## src/hw/rtl/apw_pkg.sv

```systemverilog
// Shared types and sizing constants for the average pooling window engine.
// No dependencies; every other file in hw/rtl but apw_ram refers to it by scoped names.
package apw_pkg;

	localparam int MAX_ELEMS  = 65536;
	localparam int MAX_KERNEL = 16;
	localparam int ADDR_W     = $clog2(MAX_ELEMS);
	localparam int CNT_W      = ADDR_W + 1;

	localparam int CFG_IDX_W  = 4;
	localparam int CFG_DATA_W = 16;

	// configuration register indexes
	localparam logic [CFG_IDX_W-1:0] REG_IMG_H    = 4'd0;
	localparam logic [CFG_IDX_W-1:0] REG_IMG_W    = 4'd1;
	localparam logic [CFG_IDX_W-1:0] REG_CHANNELS = 4'd2;
	localparam logic [CFG_IDX_W-1:0] REG_KERNEL_H = 4'd3;
	localparam logic [CFG_IDX_W-1:0] REG_KERNEL_W = 4'd4;
	localparam logic [CFG_IDX_W-1:0] REG_STRIDES  = 4'd5;
	localparam logic [CFG_IDX_W-1:0] REG_PADS     = 4'd6;
	localparam logic [CFG_IDX_W-1:0] REG_PARTY    = 4'd7;

	localparam logic OP_LOAD = 1'b0;
	localparam logic OP_POOL = 1'b1;

	typedef struct packed {
		logic        op;
		logic [63:0] value;
		logic        last;
	} in_t;

	typedef struct packed {
		logic [63:0] average;
		logic        last_result;
	} out_t;

	typedef struct packed {
		logic [8:0]  img_h;
		logic [8:0]  img_w;
		logic [8:0]  channels;
		logic [4:0]  kernel_h;
		logic [4:0]  kernel_w;
		logic [7:0]  stride_sizes;
		logic [15:0] pad_sizes;
		logic        share_party;
	} cfg_t;

	typedef struct packed {
		logic load;
		logic kill;
		logic start;
		logic div_start;
		logic emit;
	} cmd_t;

	typedef struct packed {
		logic frame_ready;
		logic empty;
		logic taps_done;
		logic div_done;
		logic out_free;
	} sts_t;

endpackage

```

## src/hw/rtl/apw_ctrl.sv

```systemverilog
// Sequencer for the pooling engine: accepts words, steps tap sweep, divide, emit.
// Depends on apw_pkg for command and status structs.
module apw_ctrl (
	input  logic          clk,
	input  logic          arst_n,
	input  logic          req_valid,
	input  logic          req_op,
	output logic          req_stall,
	input  apw_pkg::sts_t sts,
	output apw_pkg::cmd_t cmd
);

	typedef enum logic [3:0] {
		ST_IDLE = 4'b0001,
		ST_TAPS = 4'b0010,
		ST_DIV  = 4'b0100,
		ST_EMIT = 4'b1000
	} state_t;

	state_t state_q, state_d;

	always_comb begin
		state_d   = state_q;
		cmd       = '0;
		req_stall = 1'b1;
		case (state_q)
			ST_IDLE: begin
				req_stall = 1'b0;
				if (req_valid) begin
					if (req_op == apw_pkg::OP_LOAD) begin
						cmd.load = 1'b1;
					end else if (sts.frame_ready) begin
						if (sts.empty) begin
							cmd.kill = 1'b1;
						end else begin
							cmd.start = 1'b1;
							state_d   = ST_TAPS;
						end
					end
				end
			end
			ST_TAPS: begin
				if (sts.taps_done) begin
					cmd.div_start = 1'b1;
					state_d       = ST_DIV;
				end
			end
			ST_DIV: begin
				if (sts.div_done) begin
					state_d = ST_EMIT;
				end
			end
			ST_EMIT: begin
				if (sts.out_free) begin
					cmd.emit = 1'b1;
					state_d  = ST_IDLE;
				end
			end
			default: state_d = ST_IDLE;
		endcase
	end

	always_ff @(posedge clk or negedge arst_n) begin
		if (!arst_n) begin
			state_q <= ST_IDLE;
		end else begin
			state_q <= state_d;
		end
	end

endmodule

```

## config.mk

```make
export PLATFORM = sky130hd
export DESIGN_NAME = apw_ctrl
export DESIGN_NICKNAME = d
export VERILOG_FILES = /design/src/hw/rtl/apw_pkg.sv /design/src/hw/rtl/apw_ctrl.sv
export SDC_FILE = /design/constraint.sdc
export NUM_CORES = 1
export LEC_CHECK = 0
export BUFFER_PORTS_ARGS = -buffer_cell sky130_fd_sc_hd__buf_2
export CAP_MARGIN = 15
export CELL_PAD_IN_SITES_DETAIL_PLACEMENT = 1
export CELL_PAD_IN_SITES_GLOBAL_PLACEMENT = 1
export CORE_AREA = 2 2 39 41
export CTS_BUF_LIST = sky130_fd_sc_hd__clkbuf_8
export DETAILED_ROUTE_END_ITERATION = 8
export DIE_AREA = 0 0 41 43
export PLACE_DENSITY = 0.55
export SLEW_MARGIN = 20
export SYNTH_ARGS = -nofsm -noshare
export SYNTH_HDL_FRONTEND = slang
export SYNTH_SLANG_ARGS = --single-unit
```

## constraint.sdc

```tcl
create_clock -name clk -period 2.4 [get_ports clk]
set_input_delay 0.12 -clock clk [delete_from_list [all_inputs] [get_ports clk]]
set_output_delay 0.12 -clock clk [all_outputs]
set_load 0.02 [all_outputs]
```

==> results of run 1 <==
==> layout make-up <==
class                   count  area, sq um  share of cell area, %
clock buffers               3         41.3                   9.85
flip-flops and latches      4          101                   24.2
inverters                   3         11.3                   2.69
clock inverters             1         3.75                  0.896
repair buffers             15         80.1                   19.1
well taps                  16         20.0                   4.78
multi-input cells          25          161                   38.5
==> per-layer routing <==
layer / share of wire [%] / routed length (um)
met5: 0 / 0
met4: 0 / 0
met1: 48 / 315
met2: 47 / 307
met3: 5.0 / 33
==> layout by cell type, fill, tap and decap left out <==
cell,netlist,final
dlygate4sd3_1,0,1
o21ai_0,1,1
and2_1,1,1
nand4b_1,2,2
or4b_4,1,1
nor2_1,4,4
nand2b_1,3,3
a31oi_1,1,1
a211oi_1,1,1
or2b_1,1,1
o22ai_1,1,1
buf_2,0,14
clkbuf_8,0,3
dfrtp_1,3,3
nor3b_1,1,1
dfstp_2,1,1
inv_1,3,4
nand3_1,1,1
and3_1,1,1
o22a_1,1,1
nand2_1,1,1
nor2_4,1,1
nor3_1,3,3
==> worst max-delay path by stage <==
stage | startpoint | endpoint | slack, ns | depth (start not counted)
2_1_floorplan | state_q[0] | state_q[0] | 0.98 | 3
3_3_place_gp | state_q[0] | cmd[2] | 0.97 | 3
3_5_place_dp | state_q[0] | cmd[2] | 0.95 | 3
4_1_cts | state_q[0] | cmd[2] | 0.72 | 3
5_1_grt | state_q[0] | cmd[2] | 0.68 | 3
6_report | state_q[0] | cmd[2] | 0.73 | 3
==> worst max-delay path: cells and delay by family, from the launching register on <==
family | cells | cell delay [ns]
flops | 1 | 0.56
simple gates | 2 | 0.61
buf+inv | 1 | 0.17
==> cell families after synthesis <==
family,count (synthesis),share of synthesized area (%)
flops,4,37.0
compound gates,5,12.3
buf+inv,3,4.11
simple gates,20,46.6
==> power groups by stage <==
stage / logic (mW) / clock network (mW) / registers, mW
detailed placement: 0.0252 / 0 / 0.0715
global route: 0.0293 / 0.161 / 0.0709
finish: 0.0263 / 0.148 / 0.0707
global placement: 0.0255 / 0 / 0.0714
floorplan: 0.0124 / 0 / 0.0712
CTS: 0.0265 / 0.152 / 0.0707
==> through the flow <==
stage                     utilization [%]  cells
after floorplan                         -     32
after global placement               26.3     62
after detailed placement             26.3     62
after CTS                            30.3     67
after global routing                 30.3     67
final                                30.3     67
==> impl_metrics.ini, run 1 <==
[outcome]
outcome = complete, no violations

[placed_design]
portBuffers = 14
finalWeightedCongestion = 0.650
dp_slack_ns = 0.954
place_area_sq_um = 364
dp_hpwl_um = 526

[sta]
timing.final.crit_share_pct = 69.5
hold_violations = 0
worst_hold_slack_ns = 0.221
setup_tns_ns = 0
slew_headroom_pct = 83.6
rsz0062_at_grt = false
setup_violations = 0
tightest_slew_ns = 0.245
fmax_mhz = 599
fin_skew_ns = 0.00114
report.final.slew_viol_count = 0
fin_crit_ns = 1.67
setup_ws_ns = 0.731

[worst_hold_path]
holdPathEnd = state_q[3]
worstHoldStart = sts[0]
holdPathStages = 3
hold_class = in2reg

[cts]
clkSlewWorstSetupHoldPaths_ns = 0.03
cts_buffer_depth = 2
clock_latency_ns = 0.22
cts_buffers = 3
post_cts_buffers = 0
ctsHoldBuffers = 1
cts_root_buf = clkbuf_8
cts_num_sinks = 4
cts_tree = yes
htreeDepth = 1
cts_resized = 0

[detailed_routing]
drt_wl_total_um = 656
drtIter0Drc = 2
vias_per_cell = 4.34
wl_per_cell_um = 9.79
drt_pre_antenna_iters = 2
drc_errors = 0
num_vias = 291
ant_nets = 0

[global_route]
grt.total_usage_pct = 9.97
use_met1_pct = 12.3
grt_overflow = 0
grt_pass1_vias = 291
grt_busiest_layer = met2
use_met2_pct = 13.4
grt_pass1_wl_um = 1160
grt_max_degree = 8
antenna_found_initial = 0
met3_usage_pct = 4.71

[critical_path]
cp_slowest_cell = dfstp_2
r2r-start = state_q[0]
r2r_end = state_q[0]
arrival_ns = 1.55
max_stage_delay_ns = 0.56
critical_path.startpoint_type = flop
worstPathRequired_ns = 2.28
crit_chain = or4b_4 > nor2_4 > buf_2
ff2ff_path_depth = 3
rrSetupSlack_ns = 1.09
critPathMaxFanout = 6
critPathKind = reg2out
worstSetupEndpointType = output port

[pwr]
clkPwrFrac_pct = 60.3
intPower_mw = 0.191
peakVddDrop_v = 0.000208
p_sw_share_pct = 21.8
p_comb_share_pct = 10.8
power.leakage_nw = 0.206
seqPwrFrac_pct = 28.9
power_density_nw_per_um2 = 583
p_switching_mw = 0.0533
fin_total_pwr_mw = 0.245

[yosys]
ys_types = 20
ys_seq_elements = 4
synth_cells = 32
ys_top_cells_by_count = nor2_1, dfrtp_1, inv_1, nand2b_1, nor3_1
avgSynthCellArea_sq_um = 8.56
yosysWarnings = 0
synthArstFlopShare_pct = 100
synth_area_leaders = dfrtp_1, dfstp_2, nand2b_1, nand4b_1, nor3_1
ys_seq_area_share_pct = 37.0
yosysTopAreaCellShare_pct = 27.4
synth_fp_nets = 41
synth_edf_count = 0
synth_area_leader_cell = dfrtp_1
syn-cell-area_sq_um = 274
yosysMostFrequentCell = nor2_1
synth_ff_type = dfrtp_1

[final_layout]
largest_reg_flops = 4
top_register = state_q
fillers = 177
fin_area_sq_um = 419
reg_top3 = state_q x4
antenna_cells = 0
drive_gt1_share_pct = 39.2
fin_nets = 61
syn2layout_area_growth_pct = 53.0

[floorplan]
io_pins = 15
die_area_sq_um = 1760
coreArea_sq_um = 1380
die_h_um = 43
die_w_um = 41
row_count = 14
start_util_pct = 19.8

[flow_run]
drv_cap = 0
Power figures use the tool's default switching activity.
==> inputs of run 2 (changes only) <==
--- a/config.mk
+++ b/config.mk
@@ -13,7 +13,7 @@
 export CTS_BUF_LIST = sky130_fd_sc_hd__clkbuf_8
 export DETAILED_ROUTE_END_ITERATION = 8
 export DIE_AREA = 0 0 41 43
-export PLACE_DENSITY = 0.55
+export PLACE_DENSITY = 0.57
 export SLEW_MARGIN = 20
 export SYNTH_ARGS = -nofsm -noshare
 export SYNTH_HDL_FRONTEND = slang
==> constraint.sdc (replaced) <==
create_clock -name clk -period 1.4 [get_ports clk]
set_input_delay 0.07 -clock clk [delete_from_list [all_inputs] [get_ports clk]]
set_output_delay 0.07 -clock clk [all_outputs]
set_load 0.02 [all_outputs]
==> run 2 against run 1 <==
The run now ends with negative setup slack left. Critical path depth did not move. Utilization rose by 5.4 points. Clock power rose by 76%. Setup slack got worse by 0.89 ns. Clock skew rose by 0.0014 ns. Sequential power rose by 71%. Total power rose by 79%. First-iteration DRC count rose to 2.5 times the previous value. Wire length rose by 39%. Sequential share of layout area fell by 3.4 points. Final area rose by 18%. Flip-flop and latch count did not move. Largest cell class unchanged. Largest power group unchanged.
==> impl_metrics.ini, run 2 (synthesis gave the netlist of run 1 again) <==
[outcome]
outcome = finished with violations
failed_checks = negative setup slack

[placed_design]
portBuffers = 14
placed_cells = 64
dp_hpwl_um = 664
place_area_sq_um = 379
dp_slack_ns = 0.0287
finalWeightedCongestion = 0.745

[sta]
worst_hold_slack_ns = 0.182
report.final.slew_viol_count = 0
slew_headroom_pct = 85.5
setup_violations = 5
timing.final.crit_share_pct = 112
tightest_slew_ns = 0.217
fin_crit_ns = 1.56
setup_tns_ns = -0.517
rsz0062_at_grt = true
fin_skew_ns = 0.00250
hold_violations = 0
fmax_mhz = 640
setup_ws_ns = -0.163

[final_layout]
syn2layout_area_growth_pct = 80.4
fillers = 172
final_common_cell = buf_2
stdcell_count = 72
fin_util_pct = 35.7
drive_gt1_share_pct = 51.8
mostFrequentLayoutCells = buf_2, buf_4, inv_1
reg_top3 = state_q x4
fin_nets = 66
largest_reg_flops = 4
fin_area_sq_um = 494
top_register = state_q
antenna_cells = 0

[cts]
cts_tree = yes
cts_buffers = 3
cts_buffer_depth = 2
clkSlewWorstSetupHoldPaths_ns = 0.04
cts_num_sinks = 4
htreeDepth = 1
clock_latency_ns = 0.22
cts_root_buf = clkbuf_8

[pwr]
power_density_nw_per_um2 = 887
peakVddDrop_v = 0.000344
power.leakage_nw = 0.237
fin_total_pwr_mw = 0.438

[critical_path]
critPathMaxFanout = 3
arrival_ns = 1.49
worstPathRequired_ns = 1.33
critPathKind = reg2out
critical_path.startpoint_type = flop
worstSetupEndpointType = output port

[global_route]
grt_max_degree = 7
grt.total_usage_pct = 13.6
grt_pass1_vias = 349
grt_pass1_wl_um = 1510
antenna_found_initial = 0
grt_overflow = 0

[detailed_routing]
drt_wl_total_um = 911
drc_errors = 0
vias_per_cell = 4.61
drtIter0Drc = 5
ant_nets = 0
num_vias = 332
drt_pre_antenna_iters = 3
wl_per_cell_um = 12.7

[floorplan]
die_area_sq_um = 1760
start_util_pct = 19.8
coreArea_sq_um = 1380
die_w_um = 41
die_h_um = 43
io_pins = 15
row_count = 14

[flow_run]
drv_cap = 0

[worst_hold_path]
hold_class = in2async
[run 2: repair_timing]
| action | in CTS | in global routing |
|---|---|---|
| hold endpoints to repair | 4 | 0 |
| endpoints found under the setup margin | 5 | 6 |
| resized for setup | 7 | 4 |
| buffers inserted | 2 | 1 |
| pin swaps | 1 | 1 |
| hold buffers | 1 | 0 |
[run 2: power by group]
part	switching [mW]	internal, mW	total (mW)
Clock	0.0727	0.188	0.261
Sequential	0.00243	0.119	0.121
Combinational	0.0271	0.0291	0.0562
[run 2: area by class of cell]
class	count	area, sq um	area share (%)
clock inverters	1	3.75	0.759
multi-input cells	25	176	35.7
flip-flops and latches	4	103	20.8
inverters	3	11.3	2.28
clock buffers	3	41.3	8.35
repair buffers	20	139	28.1
well taps	16	20.0	4.05
[run 2: path summary, 6_finish.rpt]
| path | slack (ns) | start | cells past startpoint | to |
|---|---|---|---|---|
| max | -0.16 | state_q[0] | 3 | cmd[2] |
| min | 0.18 | arst_n | 2 | state_q[1] |
| max reg2reg | 0.11 | state_q[0] | 3 | state_q[0] |
| min reg2reg | 0.59 | state_q[3] | 2 | state_q[2] |
| max in group asynchronous | 1.01 | arst_n | 2 | state_q[0] |
| min in group clk | 0.18 | sts[0] | 3 | state_q[3] |
[run 2: critical path, stage by stage, from the launching register on]
cell and delay [ns]:
dfstp_2 0.55, or4b_4 0.48, nor2_4 0.11, buf_6 0.12
[run 2: layer usage]
metal / global-route usage (%) / share of wire (%) / vias to the layer above
li1: - / - / 161
met1: 14.0 / 40 / 155
met2: 20.0 / 52 / 13
met3: 5.24 / 4.8 / 3
met4: 12.0 / 2.7 / 0
met5: 0 / 0 / -
==> inputs of run 3 (changes only) <==
--- a/config.mk
+++ b/config.mk
@@ -5,6 +5,7 @@
 export SDC_FILE = /design/constraint.sdc
 export NUM_CORES = 1
 export LEC_CHECK = 0
+export ABC_AREA = 1
 export BUFFER_PORTS_ARGS = -buffer_cell sky130_fd_sc_hd__buf_2
 export CAP_MARGIN = 15
 export CELL_PAD_IN_SITES_DETAIL_PLACEMENT = 1
@@ -13,7 +14,7 @@
 export CTS_BUF_LIST = sky130_fd_sc_hd__clkbuf_8
 export DETAILED_ROUTE_END_ITERATION = 8
 export DIE_AREA = 0 0 41 43
-export PLACE_DENSITY = 0.57
+export PLACE_DENSITY = 0.63
 export SLEW_MARGIN = 20
 export SYNTH_ARGS = -nofsm -noshare
 export SYNTH_HDL_FRONTEND = slang
==> run 3 against run 2 <==
The flow still finishes with violations (negative setup slack). Utilization is 2.1 points lower. Cell count is 17% higher. Clock power is 3% lower. Sequential power is 35% higher. Critical endpoint is now cmd[4]. Largest power group is now combinational cells.
==> impl_metrics.ini, run 3 <==
[outcome]
outcome = finished with violations
failed_checks = negative setup slack

[yosys]
synth_fa_ha_area_share_pct = 0
yosysTopAreaCellShare_pct = 25.4
ys_types = 13
synthArstFlopShare_pct = 100
synth_mux_area_share_pct = 0
synth_compound_area_share_pct = 6.36
synthSimpleGateAreaFrac_pct = 47.9
ys_seq_elements = 4
synth_edf_count = 0
synth_ff_type = dfrtp_1
yosysMostFrequentCell = nor2_1
synth_area_leaders = dfrtp_1, nor2_1, nand2_1, inv_1, dfstp_2
ys_top_cells_by_count = nor2_1, nand2_1, inv_1
ys_seq_area_share_pct = 34.3
synth_area_leader_cell = dfrtp_1
synth_fp_nets = 57
yosysWarnings = 0
avgSynthCellArea_sq_um = 6.15
syn-cell-area_sq_um = 295
synth_top_family_by_area = simple AND/OR/NAND/NOR gates
synthXorXnorAreaFrac_pct = 0
synth_cells = 48

[critical_path]
ff2ff_path_depth = 7
critPathMaxFanout = 5
r2r-start = state_q[3]
worstPathRequired_ns = 1.33
r2r_end = state_q[0]
critical_path.startpoint_type = flop
critPathKind = reg2out
arrival_ns = 1.33
worstSetupEndpointType = output port
rrSetupSlack_ns = 0.11

[detailed_routing]
ant_nets = 0
drc_errors = 0
drt_wl_total_um = 865
wl_per_cell_um = 10.3
drtIter0Drc = 12
num_vias = 375
vias_per_cell = 4.46
drt_pre_antenna_iters = 4

[final_layout]
antenna_cells = 0
syn2layout_area_growth_pct = 57.6
final_common_cell = buf_2
drive_gt1_share_pct = 39.7
stdcell_count = 84
top_register = state_q
largest_reg_flops = 4
fin_nets = 78
reg_top3 = state_q x4
mostFrequentLayoutCells = buf_2, nand2_1, nor2_1

[cts]
cts_buffer_depth = 2
cts_buffers = 3
cts_num_sinks = 4
clkSlewWorstSetupHoldPaths_ns = 0.03
cts_root_buf = clkbuf_8
htreeDepth = 1
cts_tree = yes
clock_latency_ns = 0.22

[floorplan]
die_h_um = 43
die_area_sq_um = 1760
io_pins = 15
row_count = 14
coreArea_sq_um = 1380
start_util_pct = 21.3
die_w_um = 41

[global_route]
antenna_found_initial = 0
grt.total_usage_pct = 11.3
grt_pass1_vias = 327
grt_max_degree = 6
grt_pass1_wl_um = 1250
grt_overflow = 0

[placed_design]
placed_cells = 78
portBuffers = 14
dp_slack_ns = 0.189
dp_hpwl_um = 632
finalWeightedCongestion = 0.761

[worst_hold_path]
hold_class = in2async

[sta]
timing.final.crit_share_pct = 100
slew_headroom_pct = 82.7
fmax_mhz = 713
tightest_slew_ns = 0.258
setup_violations = 1
rsz0062_at_grt = true
setup_ws_ns = -0.00289
report.final.slew_viol_count = 0
fin_crit_ns = 1.40
fin_skew_ns = 0.00391
hold_violations = 0

[flow_run]
drv_cap = 0

[pwr]
power.leakage_nw = 0.275
peakVddDrop_v = 0.000605
power_density_nw_per_um2 = 1480
fin_total_pwr_mw = 0.691
==> run 3: cell types whose count changed in the layout (fill, tap and decap cells not counted), moves of 2 or more <==
cell,delta
nand2_1,+9
nor2_1,+7
inv_1,+5
nand3_1,+4
buf_4,-3
buf_6,-3
buf_2,+2
nand2b_1,-2
nand4b_1,-2
nor2_2,+2
nor3_1,-2
==> run 3: layout make-up <==
| class | count | area, sq um |
|---|---|---|
| well taps | 16 | 20.0 |
| flip-flops and latches | 4 | 101 |
| fillers | 186 | 918 |
| repair buffers | 16 | 92.6 |
| clock buffers | 3 | 41.3 |
| inverters | 9 | 33.8 |
| multi-input cells | 35 | 173 |
| clock inverters | 1 | 3.75 |
==> run 3: metrics by stage <==
step                      instance area, sq um  utilization, %  hold WS [ns]  setup TNS (ns)
after floorplan                            300               -        -0.226               0
after global placement                     390            28.2        -0.120               0
after detailed placement                   390            28.2        -0.122               0
after CTS                                  455            32.9         0.172         -0.0126
after global routing                       465            33.6         0.197         -0.0983
final                                      465            33.6         0.176        -0.00289
==> run 3: metal layers <==
metal | track usage (%) | vias up | wire (um)
li1 | - | 186 | -
met1 | 13.4 | 176 | 369
met2 | 14.7 | 9 | 423
met3 | 6.28 | 4 | 50
met4 | 8.00 | 0 | 22
met5 | 0 | - | 0
==> run 3: power breakdown <==
part | switching [mW] | leakage (nW) | total (mW) | internal [mW]
Combinational | 0.171 | 0.196 | 0.276 | 0.106
Sequential | 0.0183 | 0.0522 | 0.163 | 0.145
Clock | 0.0646 | 0.0269 | 0.252 | 0.187
Total | 0.254 | 0.275 | 0.691 | 0.437
==> run 3: cell families (layout without fill, tap and decap cells) <==
logic type	Yosys count	in the layout
compound gates	3	3
buf+inv	9	29
flops	4	4
simple gates	32	32
==> run 3: worst max-delay path, stage by stage (launching register included) <==
cell	delay (ns)
dfrtp_1	0.40
nor2_2	0.24
nand2_2	0.14
nor3b_2	0.17
buf_4	0.16
==> run 3: how the worst max path moves through the flow <==
stage                     startpoint          to  slack (ns)
after detailed placement  state_q[3]  state_q[3]        0.19
final                     state_q[3]      cmd[4]      -0.003
after floorplan           state_q[0]      cmd[3]        0.03
after global routing      state_q[0]      cmd[4]       -0.06
after global placement    state_q[0]      cmd[4]        0.21
after CTS                 state_q[0]      cmd[4]       -0.01
==> run 3: timing repair <==
item | CTS | global route
resized for setup | 1 | 4
setup endpoints to repair | 2 | 3
hold endpoints to repair | 4 | 0
cloned | 0 | 0
buffers inserted | 1 | 0
hold buffers | 1 | 0
